<file path="config.mk">
export PLATFORM = sky130hd
export DESIGN_NAME = fpga_passive_serial_config_loader
export DESIGN_NICKNAME = d
export VERILOG_FILES = /design/src/rtl/fpsc_pkg.sv /design/src/rtl/fpga_passive_serial_config_loader.sv
export SDC_FILE = /design/constraint.sdc
export NUM_CORES = 1
export LEC_CHECK = 0
export ABC_AREA = 1
export BUFFER_PORTS_ARGS = -buffer_cell sky130_fd_sc_hd__clkbuf_2
export CORE_UTILIZATION = 45
export DETAILED_ROUTE_END_ITERATION = 8
export GPL_TIMING_DRIVEN = 0
export PLACE_DENSITY_LB_ADDON = 0.3
export SETUP_SLACK_MARGIN = 0.05
export SYNTH_ARGS = -nofsm -noshare
export SYNTH_HDL_FRONTEND = slang
export SYNTH_SLANG_ARGS = --single-unit
</file>
<file path="constraint.sdc">
create_clock -name aclk -period 7.6 [get_ports aclk]
set_input_delay 0.76 -clock aclk [delete_from_list [all_inputs] [get_ports aclk]]
set_output_delay 0.76 -clock aclk [all_outputs]
set_load 0.01 [all_outputs]
</file>
<file path="src/rtl/fpsc_pkg.sv">
package fpsc_pkg;

    // delay counter width and derived limits
    localparam int DELAY_BITS = 18;
    localparam int TPU_W      = 16;
    localparam int TARGET_W   = TPU_W + 1;
    localparam int CMP_W      = (DELAY_BITS + 1 > TARGET_W) ? DELAY_BITS + 1 : TARGET_W;
    localparam logic [CMP_W-1:0] DELAY_MAX = CMP_W'((64'd1 << DELAY_BITS) - 64'd1);

    // reset values of the configuration registers
    localparam logic [TPU_W-1:0] TPU_RESET = 16'd50;

    // configuration register indexes (word addresses)
    typedef enum logic [1:0] {
        REG_TICKS_PER_US  = 2'd0,
        REG_CHECK_NSTATUS = 2'd1,
        REG_CHECK_CDONE   = 2'd2,
        REG_UNUSED        = 2'd3
    } reg_idx_t;

    // sequence result codes
    typedef enum logic [2:0] {
        ERR_NONE            = 3'd0,
        ERR_NSTATUS_START   = 3'd1,
        ERR_NSTATUS_LOW_CFG = 3'd2,
        ERR_CDONE_LOW_CFG   = 3'd3,
        ERR_CDONE_HIGH_CFG  = 3'd4,
        ERR_NSTATUS_HIGH_CFG= 3'd5,
        ERR_NSTATUS_END     = 3'd6,
        ERR_CDONE_END       = 3'd7
    } err_code_t;

    // result word bit positions
    localparam int OUT_NCONFIG = 0;
    localparam int OUT_DCLK    = 1;
    localparam int OUT_DATA    = 2;
    localparam int OUT_TAKEN   = 3;
    localparam int OUT_BUSY    = 4;
    localparam int OUT_FIN     = 5;
    localparam int OUT_ERR_LO  = 6;
    localparam int OUT_ERR_HI  = 8;

endpackage

</file>
<file path="src/rtl/fpga_passive_serial_config_loader.sv">
// Passive serial configuration sequencer for an FPGA.
// Each transfer on the s_ channel is one tick of the pin sequencer: a start
// request, an optional bitstream byte (s_tuser marks it valid, s_tlast marks
// the final byte) and the sampled nSTATUS and CDONE levels. Each accepted
// tick gives exactly one transfer on the m_ channel with the driven nCONFIG,
// DCLK and DATA levels, byte_taken, busy, finished and the error code.
// The result is registered and appears in the cycle after the input transfer;
// one tick is taken per cycle while the receiver keeps up, with a single state
// update per tick. Delays are counted in ticks: ticks_per_us ticks per us.
// Bytes go out LSB first, two ticks per bit (DCLK low with DATA, then high).
// The APB port sets ticks_per_us, check_nstatus and check_cdone; write
// it only while no sequence runs and no result is pending.
// Reset (aresetn low, synchronous) returns the sequencer to idle with nCONFIG
// high, DCLK and DATA low, error code 0, and the result register empty.
// When the receiver stalls, the result is held in the output register and
// s_tready drops until it is taken; the sequencer does not advance meanwhile.
module fpga_passive_serial_config_loader (
    input  logic        aclk,
    input  logic        aresetn,
    // input ticks
    input  logic        s_tvalid,
    output logic        s_tready,
    input  logic [15:0] s_tdata,   // start_req, bitstream_byte[7:0], nstatus_pin,
                                   // cdone_pin, zero fill
    input  logic        s_tuser,   // byte_valid
    input  logic        s_tlast,   // last_byte
    // results
    output logic        m_tvalid,
    input  logic        m_tready,
    output logic [15:0] m_tdata,   // nconfig_out, dclk_out, data_out, byte_taken,
                                   // busy_res, finished, error_code[2:0], zero fill
    // configuration
    input  logic        psel,
    input  logic        penable,
    input  logic        pwrite,
    input  logic [3:0]  paddr,
    input  logic [31:0] pwdata,
    output logic [31:0] prdata,
    output logic        pready
);

    typedef enum logic [3:0] {
        PH_IDLE      = 4'd0,
        PH_START     = 4'd1,
        PH_NCFG_LOW  = 4'd2,
        PH_NCFG_HIGH = 4'd3,
        PH_SETTLE    = 4'd4,
        PH_WAIT_BYTE = 4'd5,
        PH_SHIFT     = 4'd6,
        PH_TAIL1     = 4'd7,
        PH_TAIL2     = 4'd8,
        PH_TAIL3     = 4'd9
    } phase_t;

    localparam int DB = fpsc_pkg::DELAY_BITS;
    localparam int CW = fpsc_pkg::CMP_W;

    // configuration registers
    logic [fpsc_pkg::TPU_W-1:0] tpu_reg;
    logic                       chk_ns_reg;
    logic                       chk_cd_reg;

    // sequencer state
    phase_t      phase_reg, phase_next;
    logic [DB-1:0] dcnt_reg, dcnt_next;
    logic [2:0]  bit_reg, bit_next;
    logic [7:0]  shift_reg, shift_next;
    logic        final_reg, final_next;
    logic        half_reg, half_next;
    logic        ncfg_reg, ncfg_next;
    logic        dclk_reg, dclk_next;
    logic        data_reg, data_next;
    fpsc_pkg::err_code_t lerr_reg, lerr_next;

    // result register
    logic        m_tvalid_reg;
    logic [15:0] m_tdata_reg;
    logic [15:0] res_next;

    // input fields
    logic       in_start, in_valid, in_last, in_nst, in_cdn;
    logic [7:0] in_byte;
    logic       s_xfer, cfg_wr;

    // delay compare
    logic [fpsc_pkg::TARGET_W-1:0] tgt_1us, tgt_2us, tgt_sel;
    logic [CW-1:0] limit, cnt_inc;
    logic          use_2us, dly_done;
    logic [DB-1:0] dcnt_adv;

    logic        taken, fin;
    fpsc_pkg::err_code_t err;
    fpsc_pkg::reg_idx_t  wr_idx, rd_idx;

    assign in_start = s_tdata[0];
    assign in_byte  = s_tdata[8:1];
    assign in_nst   = s_tdata[9];
    assign in_cdn   = s_tdata[10];
    assign in_valid = s_tuser;
    assign in_last  = s_tlast;

    assign s_tready = !m_tvalid_reg || m_tready;
    assign s_xfer   = s_tvalid && s_tready;
    assign m_tvalid = m_tvalid_reg;
    assign m_tdata  = m_tdata_reg;

    // delay target in ticks, clamped to the counter range
    assign tgt_1us = fpsc_pkg::TARGET_W'(tpu_reg);
    assign tgt_2us = {tpu_reg, 1'b0};
    assign use_2us = (phase_reg == PH_SETTLE);
    assign tgt_sel = use_2us ? tgt_2us : tgt_1us;
    assign limit   = (CW'(tgt_sel) < fpsc_pkg::DELAY_MAX) ? CW'(tgt_sel)
                                                           : fpsc_pkg::DELAY_MAX;
    assign cnt_inc  = CW'(dcnt_reg) + CW'(1);
    assign dly_done = (cnt_inc >= limit);
    assign dcnt_adv = dly_done ? '0 : cnt_inc[DB-1:0];

    // one tick of the sequencer
    always_comb begin
        phase_next = phase_reg;
        dcnt_next  = dcnt_reg;
        bit_next   = bit_reg;
        shift_next = shift_reg;
        final_next = final_reg;
        half_next  = half_reg;
        ncfg_next  = ncfg_reg;
        dclk_next  = dclk_reg;
        data_next  = data_reg;
        lerr_next  = lerr_reg;
        taken      = 1'b0;
        fin        = 1'b0;
        err        = fpsc_pkg::ERR_NONE;
        case (phase_reg)
            PH_START: begin
                dcnt_next = dcnt_adv;
                if (dly_done) begin
                    if (chk_ns_reg && !in_nst) begin
                        err = fpsc_pkg::ERR_NSTATUS_START;
                    end else begin
                        ncfg_next  = 1'b0;
                        phase_next = PH_NCFG_LOW;
                    end
                end
            end
            PH_NCFG_LOW: begin
                dcnt_next = dcnt_adv;
                if (dly_done) begin
                    if (chk_ns_reg && in_nst) begin
                        err = fpsc_pkg::ERR_NSTATUS_LOW_CFG;
                    end else if (chk_cd_reg && in_cdn) begin
                        err = fpsc_pkg::ERR_CDONE_LOW_CFG;
                    end else begin
                        ncfg_next  = 1'b1;
                        phase_next = PH_NCFG_HIGH;
                    end
                end
            end
            PH_NCFG_HIGH: begin
                dcnt_next = dcnt_adv;
                if (dly_done) begin
                    if (chk_cd_reg && in_cdn) begin
                        err = fpsc_pkg::ERR_CDONE_HIGH_CFG;
                    end else if (chk_ns_reg && !in_nst) begin
                        err = fpsc_pkg::ERR_NSTATUS_HIGH_CFG;
                    end else begin
                        phase_next = PH_SETTLE;
                    end
                end
            end
            PH_SETTLE: begin
                dcnt_next = dcnt_adv;
                if (dly_done) begin
                    phase_next = PH_WAIT_BYTE;
                end
            end
            PH_WAIT_BYTE: begin
                if (in_valid) begin
                    taken      = 1'b1;
                    shift_next = in_byte;
                    final_next = in_last;
                    bit_next   = 3'd0;
                    dclk_next  = 1'b0;
                    data_next  = in_byte[0];
                    half_next  = 1'b1;
                    phase_next = PH_SHIFT;
                end
            end
            PH_SHIFT: begin
                if (!half_reg) begin
                    dclk_next = 1'b0;
                    data_next = shift_reg[bit_reg];
                    half_next = 1'b1;
                end else begin
                    dclk_next = 1'b1;
                    half_next = 1'b0;
                    if (bit_reg == 3'd7) begin
                        bit_next   = 3'd0;
                        phase_next = final_reg ? PH_TAIL1 : PH_WAIT_BYTE;
                        dcnt_next  = '0;
                    end else begin
                        bit_next = bit_reg + 3'd1;
                    end
                end
            end
            PH_TAIL1: begin
                dcnt_next = dcnt_adv;
                if (dly_done) begin
                    dclk_next  = 1'b0;
                    phase_next = PH_TAIL2;
                end
            end
            PH_TAIL2: begin
                dcnt_next = dcnt_adv;
                if (dly_done) begin
                    dclk_next  = 1'b1;
                    phase_next = PH_TAIL3;
                end
            end
            PH_TAIL3: begin
                dcnt_next = dcnt_adv;
                if (dly_done) begin
                    dclk_next = 1'b0;
                    if (chk_ns_reg && !in_nst) begin
                        err = fpsc_pkg::ERR_NSTATUS_END;
                    end else if (chk_cd_reg && !in_cdn) begin
                        err = fpsc_pkg::ERR_CDONE_END;
                    end else begin
                        fin        = 1'b1;
                        lerr_next  = fpsc_pkg::ERR_NONE;
                        phase_next = PH_IDLE;
                    end
                end
            end
            default: begin
                // idle, and any unused code behaves as idle
                phase_next = PH_IDLE;
                if (in_start) begin
                    dclk_next  = 1'b0;
                    ncfg_next  = 1'b1;
                    dcnt_next  = '0;
                    bit_next   = 3'd0;
                    half_next  = 1'b0;
                    final_next = 1'b0;
                    lerr_next  = fpsc_pkg::ERR_NONE;
                    phase_next = PH_START;
                end
            end
        endcase

        // failed check ends the sequence, pins keep this tick's levels
        if (err != fpsc_pkg::ERR_NONE) begin
            lerr_next  = err;
            fin        = 1'b1;
            dcnt_next  = '0;
            phase_next = PH_IDLE;
        end

        res_next = '0;
        res_next[fpsc_pkg::OUT_NCONFIG] = ncfg_next;
        res_next[fpsc_pkg::OUT_DCLK]    = dclk_next;
        res_next[fpsc_pkg::OUT_DATA]    = data_next;
        res_next[fpsc_pkg::OUT_TAKEN]   = taken;
        res_next[fpsc_pkg::OUT_BUSY]    = (phase_next != PH_IDLE);
        res_next[fpsc_pkg::OUT_FIN]     = fin;
        res_next[fpsc_pkg::OUT_ERR_HI:fpsc_pkg::OUT_ERR_LO] = lerr_next;
    end

    // sequencer state advances once per input transfer
    always_ff @(posedge aclk) begin
        if (!aresetn) begin
            phase_reg <= PH_IDLE;
            dcnt_reg  <= '0;
            bit_reg   <= '0;
            shift_reg <= '0;
            final_reg <= 1'b0;
            half_reg  <= 1'b0;
            ncfg_reg  <= 1'b1;
            dclk_reg  <= 1'b0;
            data_reg  <= 1'b0;
            lerr_reg  <= fpsc_pkg::ERR_NONE;
        end else if (s_xfer) begin
            phase_reg <= phase_next;
            dcnt_reg  <= dcnt_next;
            bit_reg   <= bit_next;
            shift_reg <= shift_next;
            final_reg <= final_next;
            half_reg  <= half_next;
            ncfg_reg  <= ncfg_next;
            dclk_reg  <= dclk_next;
            data_reg  <= data_next;
            lerr_reg  <= lerr_next;
        end
    end

    // result register
    always_ff @(posedge aclk) begin
        if (!aresetn) begin
            m_tvalid_reg <= 1'b0;
        end else if (s_xfer) begin
            m_tvalid_reg <= 1'b1;
        end else if (m_tready) begin
            m_tvalid_reg <= 1'b0;
        end
    end

    always_ff @(posedge aclk) begin
        if (s_xfer) begin
            m_tdata_reg <= res_next;
        end
    end

    // configuration port
    assign pready = 1'b1;
    assign cfg_wr = psel && penable && pwrite && pready;
    assign wr_idx = fpsc_pkg::reg_idx_t'(paddr[3:2]);
    assign rd_idx = fpsc_pkg::reg_idx_t'(paddr[3:2]);

    always_ff @(posedge aclk) begin
        if (!aresetn) begin
            tpu_reg    <= fpsc_pkg::TPU_RESET;
            chk_ns_reg <= 1'b1;
            chk_cd_reg <= 1'b1;
        end else if (cfg_wr) begin
            case (wr_idx)
                fpsc_pkg::REG_TICKS_PER_US:  tpu_reg    <= pwdata[15:0];
                fpsc_pkg::REG_CHECK_NSTATUS: chk_ns_reg <= pwdata[0];
                fpsc_pkg::REG_CHECK_CDONE:   chk_cd_reg <= pwdata[0];
                default: ;
            endcase
        end
    end

    always_comb begin
        case (rd_idx)
            fpsc_pkg::REG_TICKS_PER_US:  prdata = {16'd0, tpu_reg};
            fpsc_pkg::REG_CHECK_NSTATUS: prdata = {31'd0, chk_ns_reg};
            fpsc_pkg::REG_CHECK_CDONE:   prdata = {31'd0, chk_cd_reg};
            default:                     prdata = 32'd0;
        endcase
    end

endmodule

</file>
Word level (Yosys, flattened, before mapping) --
Cells that the tools add are included.
Operators by class: add/subtract/negate cells 2, $lt $le $gt $ge 2, equality and inequality tests 17, muxes and demuxes 83, bitwise operators 2, reduce and logical (&&, ||, !) cells 32
Operators by type and width (number):
- 18-bit two-way mux | 5
- 4-bit two-way mux | 18
- 18-bit one-hot mux with 3 select lines | 1
- 16-bit one-hot mux with 3 select lines | 1
- 3-bit two-way mux | 15
- 4-bit one-hot mux with 9 select lines | 1
- 1-bit two-way mux | 28
- 18-bit by 1-bit adder with 19-bit output (second input constant) | 1
- 19-bit by 17-bit greater-or-equal comparator with 1-bit output | 1
- 17-bit two-way mux | 1
- 4-bit by 3-bit equality test with 1-bit output (second input constant) | 4
- 8-bit OR reduction | 2
- 7-bit OR reduction | 2
- 3-bit one-hot mux with 4 select lines | 1
- 5-bit AND reduction | 2
- 3-bit one-hot mux with 3 select lines | 1
- 4-bit by 2-bit equality test with 1-bit output (second input constant) | 2
- 4-bit equality test (second input constant) | 2
- 2-bit two-way mux | 4
- 4-bit AND reduction | 2
- 4-bit nonzero test | 2
- 1-bit logical AND | 7
- 2-bit inequality test (second input constant) | 3
- 3-bit inequality test (second input constant) | 2
- 21 further kinds | 30
Storage, ports and cells: register bits 69, bits of input ports 61, output and inout port bits 51, word-level logic and storage cells 155

Depth between registers and ports, before layout --
Gate-level depths: netlist of the first run.
depth after elaboration 9, gate-level depth with buffers 28, gate-level depth less buffers 27

Worst setup path after synthesis of the first run --
No wires, ideal clock.
kind register -> register, start register dcnt_reg[0], end register m_tdata_reg[5], in the netlist m_tdata[5], data pin, arrival 2.757 ns, data required time 7.336 ns, path slack 4.579 ns, cell stages (with the launch flop) 22, cell sequence dfxtp_1 ha_1 nand2_1 nor2_1 inv_1 nor2_1 nand3_1 nor2_1 xor2_1 inv_1 ha_1 a21oi_1 nor2_1 a211oi_1 nand2_1 nand2_1 nand2_2 buf_6 nand3b_1 nand2_1 nor2_4 o21ai_0
Between the ends: word-level cells in the longest chain between the ends 5, elaborated cells on any way between the ends 10, classes of those cells add/sub: 1; order compare: 1; mux: 7; reduce/logical: 1
Ends and longest elaborated chain:
- from (decl) | RTL line fpga_passive_serial_config_loader.sv:65 | logic [DB-1:0] dcnt_reg, dcnt_next;
- from (signal assigned) | RTL line fpga_passive_serial_config_loader.sv:283 | dcnt_reg <= dcnt_next;
- 18-bit by 1-bit adder with 19-bit output (*) | RTL line fpga_passive_serial_config_loader.sv:114 | assign cnt_inc = CW'(dcnt_reg) + CW'(1);
- 19-bit by 17-bit greater-or-equal comparator with 1-bit output (*) | RTL line fpga_passive_serial_config_loader.sv:115 | assign dly_done = (cnt_inc >= limit);
- 3-bit two-way mux (tied with other cells) | RTL line fpga_passive_serial_config_loader.sv:221 | if (dly_done) begin
- 3-bit one-hot mux with 4 select lines | RTL line fpga_passive_serial_config_loader.sv:133 | case (phase_reg)
- 3-bit nonzero test | RTL line fpga_passive_serial_config_loader.sv:251 | if (err != fpsc_pkg::ERR_NONE) begin
- to (signal assigned) | RTL line fpga_passive_serial_config_loader.sv:308 | m_tdata_reg <= res_next;
- to (decl) | RTL line fpga_passive_serial_config_loader.sv:77 | logic [15:0] m_tdata_reg;
Mark *: on every way between the ends. The rest lies on a longest branch, timed or not. A chain may end at the register's enable or synchronous reset.

Worst setup path after layout of the first run --
start register dcnt_reg[0], end register m_tdata_reg[4], in the netlist m_tdata[4], data pin
Between the ends: word-level cells in the longest chain between the ends 7, elaborated cells on any way between the ends 18, classes of those cells add/sub: 1; order compare: 1; mux: 14; reduce/logical: 2
Ends and longest elaborated chain:
- 18-bit by 1-bit adder with 19-bit output (*) | RTL line fpga_passive_serial_config_loader.sv:114
- 19-bit by 17-bit greater-or-equal comparator with 1-bit output (*) | RTL line fpga_passive_serial_config_loader.sv:115
- 3-bit two-way mux (tied with other cells) | RTL line fpga_passive_serial_config_loader.sv:221
- 3-bit one-hot mux with 4 select lines | RTL line fpga_passive_serial_config_loader.sv:133
- 3-bit nonzero test | RTL line fpga_passive_serial_config_loader.sv:251
- 4-bit two-way mux (*) | RTL line fpga_passive_serial_config_loader.sv:251
- 4-bit nonzero test (*) | RTL line fpga_passive_serial_config_loader.sv:263 | res_next[fpsc_pkg::OUT_BUSY] = (phase_next != PH_IDLE);
- via res_next[4] | RTL line fpga_passive_serial_config_loader.sv:78 | logic [15:0] res_next;
Mark *: on every way through the listed nets, which the timed path passes. The rest lies on a longest branch.

==> impl_metrics.py, run 1 <==
metrics = {
    "cts": {
        "clk_pin_slew_ns": 0.08,
        "cts_hold_buffers": 0,
        "cts_resized": 0,
        "cts_sinks": 69,
        "cts_max_path_buffers": 2,
        "cts_setup_buffers": 0,
        "h-tree-depth": 3,
        "cts_made_buffers": 9,
        "root_buffer": "clkbuf_8",
        "worstSkewPairLatency_ns": 0.36,
        "cts_tree": "yes",
    },
    "timing": {
        "rsz0062_at_grt": "false",
        "relSlewSlack_pct": 37.9,
        "fin_worst_skew_ns": 0.00935,
        "setup_tns_ns": 0,
        "report.final.slew_viol_count": 0,
        "min_period_ns": 3.73,
        "setup_viol": 0,
        "whs_ns": 0.478,
        "finalCritPeriodShare_pct": 49.1,
        "hold_viol": 0,
        "fmax_mhz": 268,
        "tightest_slew_ns": 0.932,
    },
    "logic_synthesis": {
        "synthFlopType": "dfxtp_1",
        "yosys.area.top_type": "dfxtp_1",
        "syn_inst": 680,
        "ys_async_sr_fraction_pct": 0,
        "synth_area_leaders": "dfxtp_1, nand2_1, nor2_1",
        "synth.most_common_cell": "nand2_1",
        "seq_area_frac_synth_pct": 32.8,
        "ys_types": 37,
        "synth-seq-cells": 69,
        "synth.cell_area_sq_um": 4490,
        "synth_edf_count": 9,
        "synth_commonest_cells": "nand2_1, nor2_1, inv_1, dfxtp_1, o21ai_0",
        "synth.avg_cell_area_sq_um": 6.61,
        "yosysWarningCount": 0,
        "synth_top_area_share_pct": 26.7,
    },
    "cells_and_area": {
        "final_cells": 915,
        "drive_gt1_share_pct": 16.1,
        "area_growth_pct": 17.0,
        "largest_reg_flops": 18,
        "n_antenna_cell": 0,
        "final_nets": 858,
    },
    "worst_setup_path": {
        "worstSetupPathType": "flip-flop to flip-flop",
        "worstPathRequired_ns": 7.69,
        "worstSetupEndpointType": "flip-flop",
        "cpMostUsedCell": "nand2_1",
        "slowest_stage": "dfxtp_1",
        "cpPeakStageDelay_ns": 0.51,
        "startpoint_type": "flip-flop",
        "crit_buf_inv": 3,
        "cp_cell_sequence": "ha_1 -> nand2_1 -> nor2_1 -> inv_1 -> nor2_1 -> nand3_1 -> nor2_1 -> xor2_1 -> inv_1 -> ha_1 -> a21oi_1 -> nor2_1 -> a211oi_1 -> nand2_1 -> nand2_1 -> nand2_2 -> buf_6 -> nand2_1 -> nand3_1 -> nor2_1 -> nand2_1 -> nand2_1 -> nand3_1",
        "cp.arrival_ns": 3.82,
        "cp_top_family": "simple AND/OR/NAND/NOR gates",
        "worst-path-max-fanout": 10,
    },
    "drt": {
        "drtAntennaViolNets": 0,
        "vias_per_cell": 5.07,
        "wl_per_cell_microns": 12.9,
        "vias": 4638,
        "dr.first_iter.drc_count": 278,
        "drcViolationCount": 0,
        "wirelength_microns": 11800,
        "drt-pass1-iter-count": 5,
    },
    "grt": {
        "grt_overflow": 0,
        "grt_busiest_layer": "met2",
        "antenna_found_initial": 0,
        "met3_usage_pct": 4.31,
        "grt_pass1_vias": 4310,
        "use_met1_pct": 30.4,
        "grt_max_degree": 19,
        "grt.met2_usage_pct": 39.2,
        "grt_pass1_wl_microns": 19500,
        "grtUsageTotal_pct": 23.9,
    },
    "power": {
        "swShare_pct": 35.9,
        "leakage_nw": 2.56,
        "seq_power_share_pct": 42.2,
        "clkPwrFrac_pct": 29.5,
        "p_per_area_nw_per_um2": 188,
        "combPwrFrac_pct": 28.2,
        "ir_worst_vdd_mv": 0.0848,
        "power_switching_mw": 0.355,
        "cellInternalPower_mw": 0.633,
    },
    "floorplan": {
        "die_area_sq_um": 10400,
        "start_util_pct": 46.2,
        "ioPinCount": 112,
        "core_area_sq_um": 9730,
        "die_w_microns": 102,
        "die_h_microns": 102,
        "rows": 36,
    },
    "placement": {
        "dp.cells": 899,
        "gp_congestion": 0.895,
        "hpwl_microns": 9170,
        "io_buffers": 64,
    },
    "flow_run": {
        "max-cap-violations": 0,
    },
    "min_path": {
        "hold_class": "flip-flop to flip-flop",
    },
    "run_status": {
        "status": "finished, final reports clean",
    },
}
[final timing paths]
kind	cells past startpoint	from	endpoint	slack [ns]
setup / recovery	23	dcnt_reg[0]	m_tdata[4]	3.87
hold / removal	2	final_reg	final_reg	0.48
setup reg to reg	23	dcnt_reg[0]	m_tdata[4]	3.87
hold reg to reg	2	final_reg	final_reg	0.48
[power by group through the flow]
stage,clock (mW),combinational [mW],sequential [mW]
finish,0.292,0.279,0.417
global route,0.316,0.314,0.420
CTS,0.298,0.276,0.417
detailed placement,0,0.275,0.425
global placement,0,0.268,0.423
floorplan,0,0.198,0.423
[stage by stage]
| stage | setup slack [ns] | total power, mW | instance area (sq um) | util (%) |
|---|---|---|---|---|
| floorplan | 4.58 | 0.621 | 4570 | - |
| global placement | 4.03 | 0.692 | 5060 | 52.0 |
| detailed placement | 3.97 | 0.700 | 5060 | 52.0 |
| CTS | 3.93 | 0.991 | 5260 | 54.0 |
| global route | 3.55 | 1.05 | 5260 | 54.0 |
| finish | 3.87 | 0.988 | 5260 | 54.0 |
[cell families after synthesis]
| kind of cell | after synthesis | synth area share (%) |
|---|---|---|
| AOI/OAI and AO/OA | 146 | 17.2 |
| xor gates and xnor gates | 10 | 1.95 |
| adders and majority gates | 20 | 5.57 |
| buffers and inverters | 138 | 13.9 |
| DFF | 69 | 32.8 |
| muxes | 2 | 0.446 |
| other | 2 | 0.167 |
| and+or+nand+nor | 293 | 28.0 |
[worst min-delay path, cell delays in order (launching register included)]
cell,delay [ns]
dfxtp_1,0.31
nand2_1,0.06
a21oi_1,0.06
[area by class of cell]
class                      count  area, sq um
timing repair buffer          64          320
fill                         996         4470
multi-input combinational    495         2480
sequential                    69         1470
buffer                        45          275
tap                          133          166
clock inverter                 6         45.0
clock buffer                  10          149
inverter                      93          349
[routing by layer]
metal / wire length [microns] / vias to the layer above
met5: 0 / -
met4: 295 / 0
met3: 840 / 27
met2: 5330 / 174
met1: 5290 / 2082
li1: - / 2355
[layout by cell type (no fill, tap or decap), types with 2 or more instances in the layout]
master	n
o21ai_1	14
clkbuf_2	64
a21oi_1	55
buf_4	25
o211ai_1	8
nand4_1	4
a211oi_1	3
nor2_2	4
clkbuf_1	15
xor2_1	10
clkinv_4	3
conb_1	24
inv_1	87
mux2i_1	2
o21ai_0	60
nor3_1	6
nor2_4	2
nand2_1	127
clkbuf_8	9
nand3_1	49
buf_2	4
edfxtp_1	9
o31ai_1	2
nor2_1	94
inv_2	5
ha_1	20
dfxtp_1	60
Power figures use the tool's default switching activity.
==> run 2: changes to the inputs <==
clock period = 3.8 ns   (was 7.6 ns; I/O delays follow)
==> run 2 against run 1 <==
  * Register-to-register slack worse by 3.5 ns
  * Setup slack worse by 3.5 ns
  * Utilization up 0.36 points
  * Via count about the same
  * Critical path type unchanged
==> impl_metrics.py, run 2 (same netlist as run 1, synthesis figures left out) <==
metrics = {
    "run_status": {
        "status": "finished, final reports clean",
    },
    "timing": {
        "finalCritPeriodShare_pct": 90.9,
        "setup_tns_ns": 0,
        "rsz0062_at_grt": "false",
        "relSlewSlack_pct": 37.6,
        "min_period_ns": 3.46,
        "report.final.slew_viol_count": 0,
        "tightest_slew_ns": 0.936,
        "setup_viol": 0,
        "fmax_mhz": 289,
        "fin_worst_skew_ns": 0.00918,
        "hold_viol": 0,
    },
    "floorplan": {
        "die_h_microns": 102,
        "die_w_microns": 102,
        "die_area_sq_um": 10400,
        "start_util_pct": 46.2,
        "core_area_sq_um": 9730,
        "rows": 36,
        "ioPinCount": 112,
    },
    "drt": {
        "vias_per_cell": 5.07,
        "drt-pass1-iter-count": 5,
        "drcViolationCount": 0,
        "dr.first_iter.drc_count": 227,
        "drtAntennaViolNets": 0,
        "vias": 4636,
        "wirelength_microns": 11800,
        "wl_per_cell_microns": 12.9,
    },
    "power": {
        "leakage_nw": 2.57,
        "ir_worst_vdd_mv": 0.169,
        "p_per_area_nw_per_um2": 375,
    },
    "flow_run": {
        "max-cap-violations": 0,
    },
    "min_path": {
        "min_to": "tpu_reg[1]",
        "hold_class": "input port to flip-flop",
        "hp-start": "pwdata[1]",
        "holdPathStages": 3,
    },
    "grt": {
        "antenna_found_initial": 0,
        "grt_max_degree": 19,
        "grtUsageTotal_pct": 23.9,
        "grt_pass1_wl_microns": 19500,
        "grt_overflow": 0,
        "grt_pass1_vias": 4310,
    },
    "cts": {
        "h-tree-depth": 3,
        "worstSkewPairLatency_ns": 0.36,
        "cts_tree": "yes",
        "cts_sinks": 69,
        "root_buffer": "clkbuf_8",
        "cts_hold_buffers": 0,
        "clk_pin_slew_ns": 0.08,
        "cts_max_path_buffers": 2,
        "cts_made_buffers": 9,
    },
    "worst_setup_path": {
        "r2r-start": "dcnt_reg[0]",
        "worstPathRequired_ns": 3.89,
        "reg2reg_depth": 23,
        "worstSetupPathType": "flip-flop to flip-flop",
        "slowest_stage": "dfxtp_4",
        "worstSetupEndpointType": "flip-flop",
        "worst-path-max-fanout": 10,
        "cpMostUsedCell": "nand2_1",
        "startpoint_type": "flip-flop",
        "cp.arrival_ns": 3.55,
        "cp_cell_sequence": "ha_2 -> nand2_1 -> nor2_1 -> inv_1 -> nor2_2 -> nand3_2 -> nor2_2 -> xor2_1 -> inv_1 -> ha_1 -> a21oi_1 -> nor2_1 -> a211oi_1 -> nand2_1 -> nand2_1 -> nand2_2 -> buf_6 -> nand2_1 -> nand3_1 -> nor2_1 -> nand2_1 -> nand2_1 -> nand3_1",
        "r2r_end": "m_tdata[4]",
        "cpPeakStageDelay_ns": 0.40,
        "rrSetupSlack_ns": 0.34,
    },
    "placement": {
        "io_buffers": 64,
        "place_area_sq_um": 5060,
        "hpwl_microns": 9170,
        "gp_congestion": 0.895,
    },
    "cells_and_area": {
        "n_antenna_cell": 0,
        "largest_reg_flops": 18,
        "fin_area_sq_um": 5290,
        "area_growth_pct": 17.8,
        "drive_gt1_share_pct": 17.8,
        "final_nets": 858,
        "final_cell_mix": "nand2_1, nor2_1, inv_1",
        "layout_commonest_cell": "nand2_1",
    },
}
==> run 2: cell types whose count changed in the layout (fill, tap and decap cells not counted), moves of 2 or more <==
cell,before,now
nor2_1,94,91
nand2_1,127,125
nor2_2,4,6
dfxtp_2,0,3
nand2_2,1,3
clkbuf_2,64,66
clkbuf_1,15,13
dfxtp_1,60,56
==> run 2: metrics by stage <==
stage / power [mW] / util, % / hold slack (ns) / std cells / setup WS [ns]
floorplan: 1.24 / - / 0.440 / 702 / 0.779
global placement: 1.38 / 52.0 / 0.455 / 899 / 0.234
detailed placement: 1.40 / 52.0 / 0.462 / 899 / 0.168
CTS: 1.98 / 54.0 / 0.230 / 915 / 0.129
global route: 2.10 / 54.4 / 0.247 / 915 / 0.0711
finish: 1.98 / 54.4 / 0.244 / 915 / 0.344
==> run 2: worst max-delay path, delay by kind of cell, from the launching register on <==
family,cells,cell delay (ns)
buffers and inverters,3,0.32
adders and majority gates,2,0.52
AOI/OAI and AO/OA,2,0.31
DFF,1,0.40
xor gates and xnor gates,1,0.15
and+or+nand+nor,15,1.47
==> run 2: what timing repair did <==
action	in CTS	in global routing
setup endpoints to repair	0	25
gates resized for setup	0	18
buffers inserted	0	0
==> run 2: worst max-delay path by stage <==
| stage | start | endpoint | slack [ns] | cells after the start |
|---|---|---|---|---|
| 3_3_place_gp | dcnt_reg[0] | m_tdata[4] | 0.23 | 23 |
| 3_5_place_dp | dcnt_reg[0] | m_tdata[4] | 0.17 | 23 |
| 6_report | dcnt_reg[0] | m_tdata[4] | 0.34 | 23 |
| 2_1_floorplan | dcnt_reg[0] | m_tdata[5] | 0.78 | 21 |
| 4_1_cts | dcnt_reg[0] | m_tdata[4] | 0.13 | 23 |
| 5_1_grt | dcnt_reg[0] | m_tdata[4] | 0.07 | 23 |
==> run 2: routing by layer <==
metal	vias up	GRT usage (%)	share of wire, %
met5	-	0	0
met4	0	11.5	2.0
met3	21	4.31	6.5
met2	163	39.2	46
met1	2088	30.4	45
li1	2364	-	-
==> run 2: area by class of cell <==
type	instances	area, sq um
Inverter	93	349
Fill cell	992	4440
Clock buffer	10	149
Timing Repair Buffer	64	320
Buffer	45	278
Clock inverter	6	45.0
Tap cell	133	166
Sequential cell	69	1480
Multi-Input combinational cell	495	2500
==> run 2: power breakdown <==
part           total [mW]  switching [mW]  internal, mW
sequential          0.836          0.0428         0.793
combinational       0.561           0.364         0.197
clock               0.584           0.306         0.279
total                1.98           0.713          1.27
==> run 3: changes to the inputs <==
RECOVER_POWER = 50   (was not set)
SLEW_MARGIN = 40   (was not set)
==> run 3 against run 2 <==
  * First-iteration DRC count is 6.2% higher
  * Largest power group unchanged
  * Global-route usage is 0.33 points higher
  * Clock power is 2% higher
==> impl_metrics.py, run 3 (same netlist as run 1, synthesis figures left out) <==
metrics = {
    "run_status": {
        "status": "finished, final reports clean",
    },
    "cells_and_area": {
        "final_nets": 858,
        "largest_reg_flops": 18,
        "layout_commonest_cell": "nand2_1",
        "register_area_sq_um": 1480,
        "fillers": 1011,
        "drive_gt1_share_pct": 13.9,
        "utilization_pct": 54.0,
        "final_cell_mix": "nand2_1, nor2_1, inv_1",
        "multi_input_area_sq_um": 2500,
        "area_growth_pct": 16.9,
        "n_antenna_cell": 0,
        "final_cells": 915,
    },
    "grt": {
        "grt_overflow": 0,
        "grtUsageTotal_pct": 24.2,
        "grt_pass1_vias": 4333,
        "grt_pass1_wl_microns": 19700,
        "antenna_found_initial": 0,
        "grt_max_degree": 19,
    },
    "worst_setup_path": {
        "worstSetupPathType": "flip-flop to flip-flop",
        "worstSetupEndpointType": "flip-flop",
        "startpoint_type": "flip-flop",
        "rrSetupSlack_ns": 0.35,
        "worst-path-max-fanout": 10,
        "worstPathRequired_ns": 3.91,
        "cp.arrival_ns": 3.56,
    },
    "power": {
        "power_switching_mw": 0.725,
        "cellInternalPower_mw": 1.26,
        "combPwrFrac_pct": 28.0,
        "clkPwrFrac_pct": 29.9,
        "ir_worst_vdd_mv": 0.171,
        "seq_power_share_pct": 42.0,
        "leakage_nw": 2.47,
        "swShare_pct": 36.4,
        "p_per_area_nw_per_um2": 379,
    },
    "floorplan": {
        "die_area_sq_um": 10400,
        "ioPinCount": 112,
        "die_h_microns": 102,
        "rows": 36,
        "start_util_pct": 46.2,
        "die_w_microns": 102,
        "core_area_sq_um": 9730,
    },
    "drt": {
        "drtAntennaViolNets": 0,
        "drcViolationCount": 0,
        "dr.first_iter.drc_count": 241,
        "wl_per_cell_microns": 13.1,
        "vias_per_cell": 5.06,
        "drt-pass1-iter-count": 5,
        "wirelength_microns": 12000,
        "vias": 4627,
    },
    "cts": {
        "worstSkewPairLatency_ns": 0.37,
        "h-tree-depth": 3,
        "cts_tree": "yes",
        "cts_setup_buffers": 0,
        "root_buffer": "clkbuf_8",
        "cts_sinks": 69,
        "cts_max_path_buffers": 2,
        "clk_pin_slew_ns": 0.08,
        "cts_made_buffers": 9,
    },
    "timing": {
        "setup_viol": 0,
        "fmax_mhz": 290,
        "fin_ws_ns": 0.354,
        "min_period_ns": 3.45,
        "report.final.slew_viol_count": 0,
        "rsz0062_at_grt": "false",
        "relSlewSlack_pct": 37.6,
        "finalCritPeriodShare_pct": 90.7,
        "hold_viol": 0,
        "fin_worst_skew_ns": 0.0104,
        "setup_tns_ns": 0,
        "tightest_slew_ns": 0.936,
    },
    "placement": {
        "gp_congestion": 0.895,
        "io_buffers": 64,
        "dp.cells": 899,
        "hpwl_microns": 9110,
        "dpl_worst_slack_ns": 0.174,
    },
    "flow_run": {
        "max-cap-violations": 0,
    },
    "min_path": {
        "hold_class": "input port to flip-flop",
    },
}
[run 3: worst max-delay path, cell delays in order (launching register included)]
cell,delay [ns]
dfxtp_4,0.40
ha_2,0.21
nand2_1,0.08
nor2_1,0.09
inv_1,0.09
nor2_2,0.13
nand3_2,0.13
nor2_2,0.13
xor2_1,0.15
inv_1,0.09
ha_1,0.31
a21oi_1,0.15
nor2_1,0.05
a211oi_1,0.16
nand2_1,0.08
nand2_1,0.13
nand2_2,0.09
buf_6,0.15
nand2_1,0.10
nand3_1,0.07
nor2_1,0.11
nand2_1,0.07
nand2_1,0.12
nand3_1,0.11
[run 3: layer usage]
layer,GRT usage (%),vias to the layer above,part of all wire [%]
met2,39.3,153,45
met5,0,-,0
met1,31.8,2090,47
met4,10.1,0,2.1
li1,-,2360,-
met3,4.51,24,5.8
[run 3: power groups by stage]
stage	sequential [mW]	clock, mW	combinational (mW)
after floorplan	0.846	0	0.397
after global placement	0.847	0	0.537
after detailed placement	0.849	0	0.549
after CTS	0.833	0.599	0.551
after global routing	0.842	0.639	0.628
final	0.836	0.596	0.558
[run 3: path summary, 6_finish.rpt]
kind	start	end	cells after the start
worst min-delay path	pwdata[1]	tpu_reg[1]	3
worst max register to register	dcnt_reg[0]	m_tdata[4]	23
worst max-delay path	dcnt_reg[0]	m_tdata[4]	23
worst min register to register	final_reg	final_reg	2
[run 3: per-stage QoR]
step	hold WS (ns)	total power [mW]	instance area, sq um
3_5_place_dp	0.456	1.40	5060
2_1_floorplan	0.440	1.24	4570
3_3_place_gp	0.455	1.38	5060
5_1_grt	0.226	2.11	5250
6_report	0.227	1.99	5250
4_1_cts	0.224	1.98	5260
[run 3: what timing repair did]
action,4_1_cts,5_1_grt
resized for setup,0,17
endpoints found under the setup margin,0,24
hold buffers,0,0
[run 3: final cells by class]
| cell class | count | area share [%] |
|---|---|---|
| inverters | 93 | 6.65 |
| well taps | 133 | 3.17 |
| repair buffers | 64 | 5.41 |
| flip-flops and latches | 69 | 28.2 |
| plain buffers | 45 | 5.29 |
| clock inverters | 6 | 0.858 |
| clock buffers | 10 | 2.84 |
| multi-input cells | 495 | 47.6 |
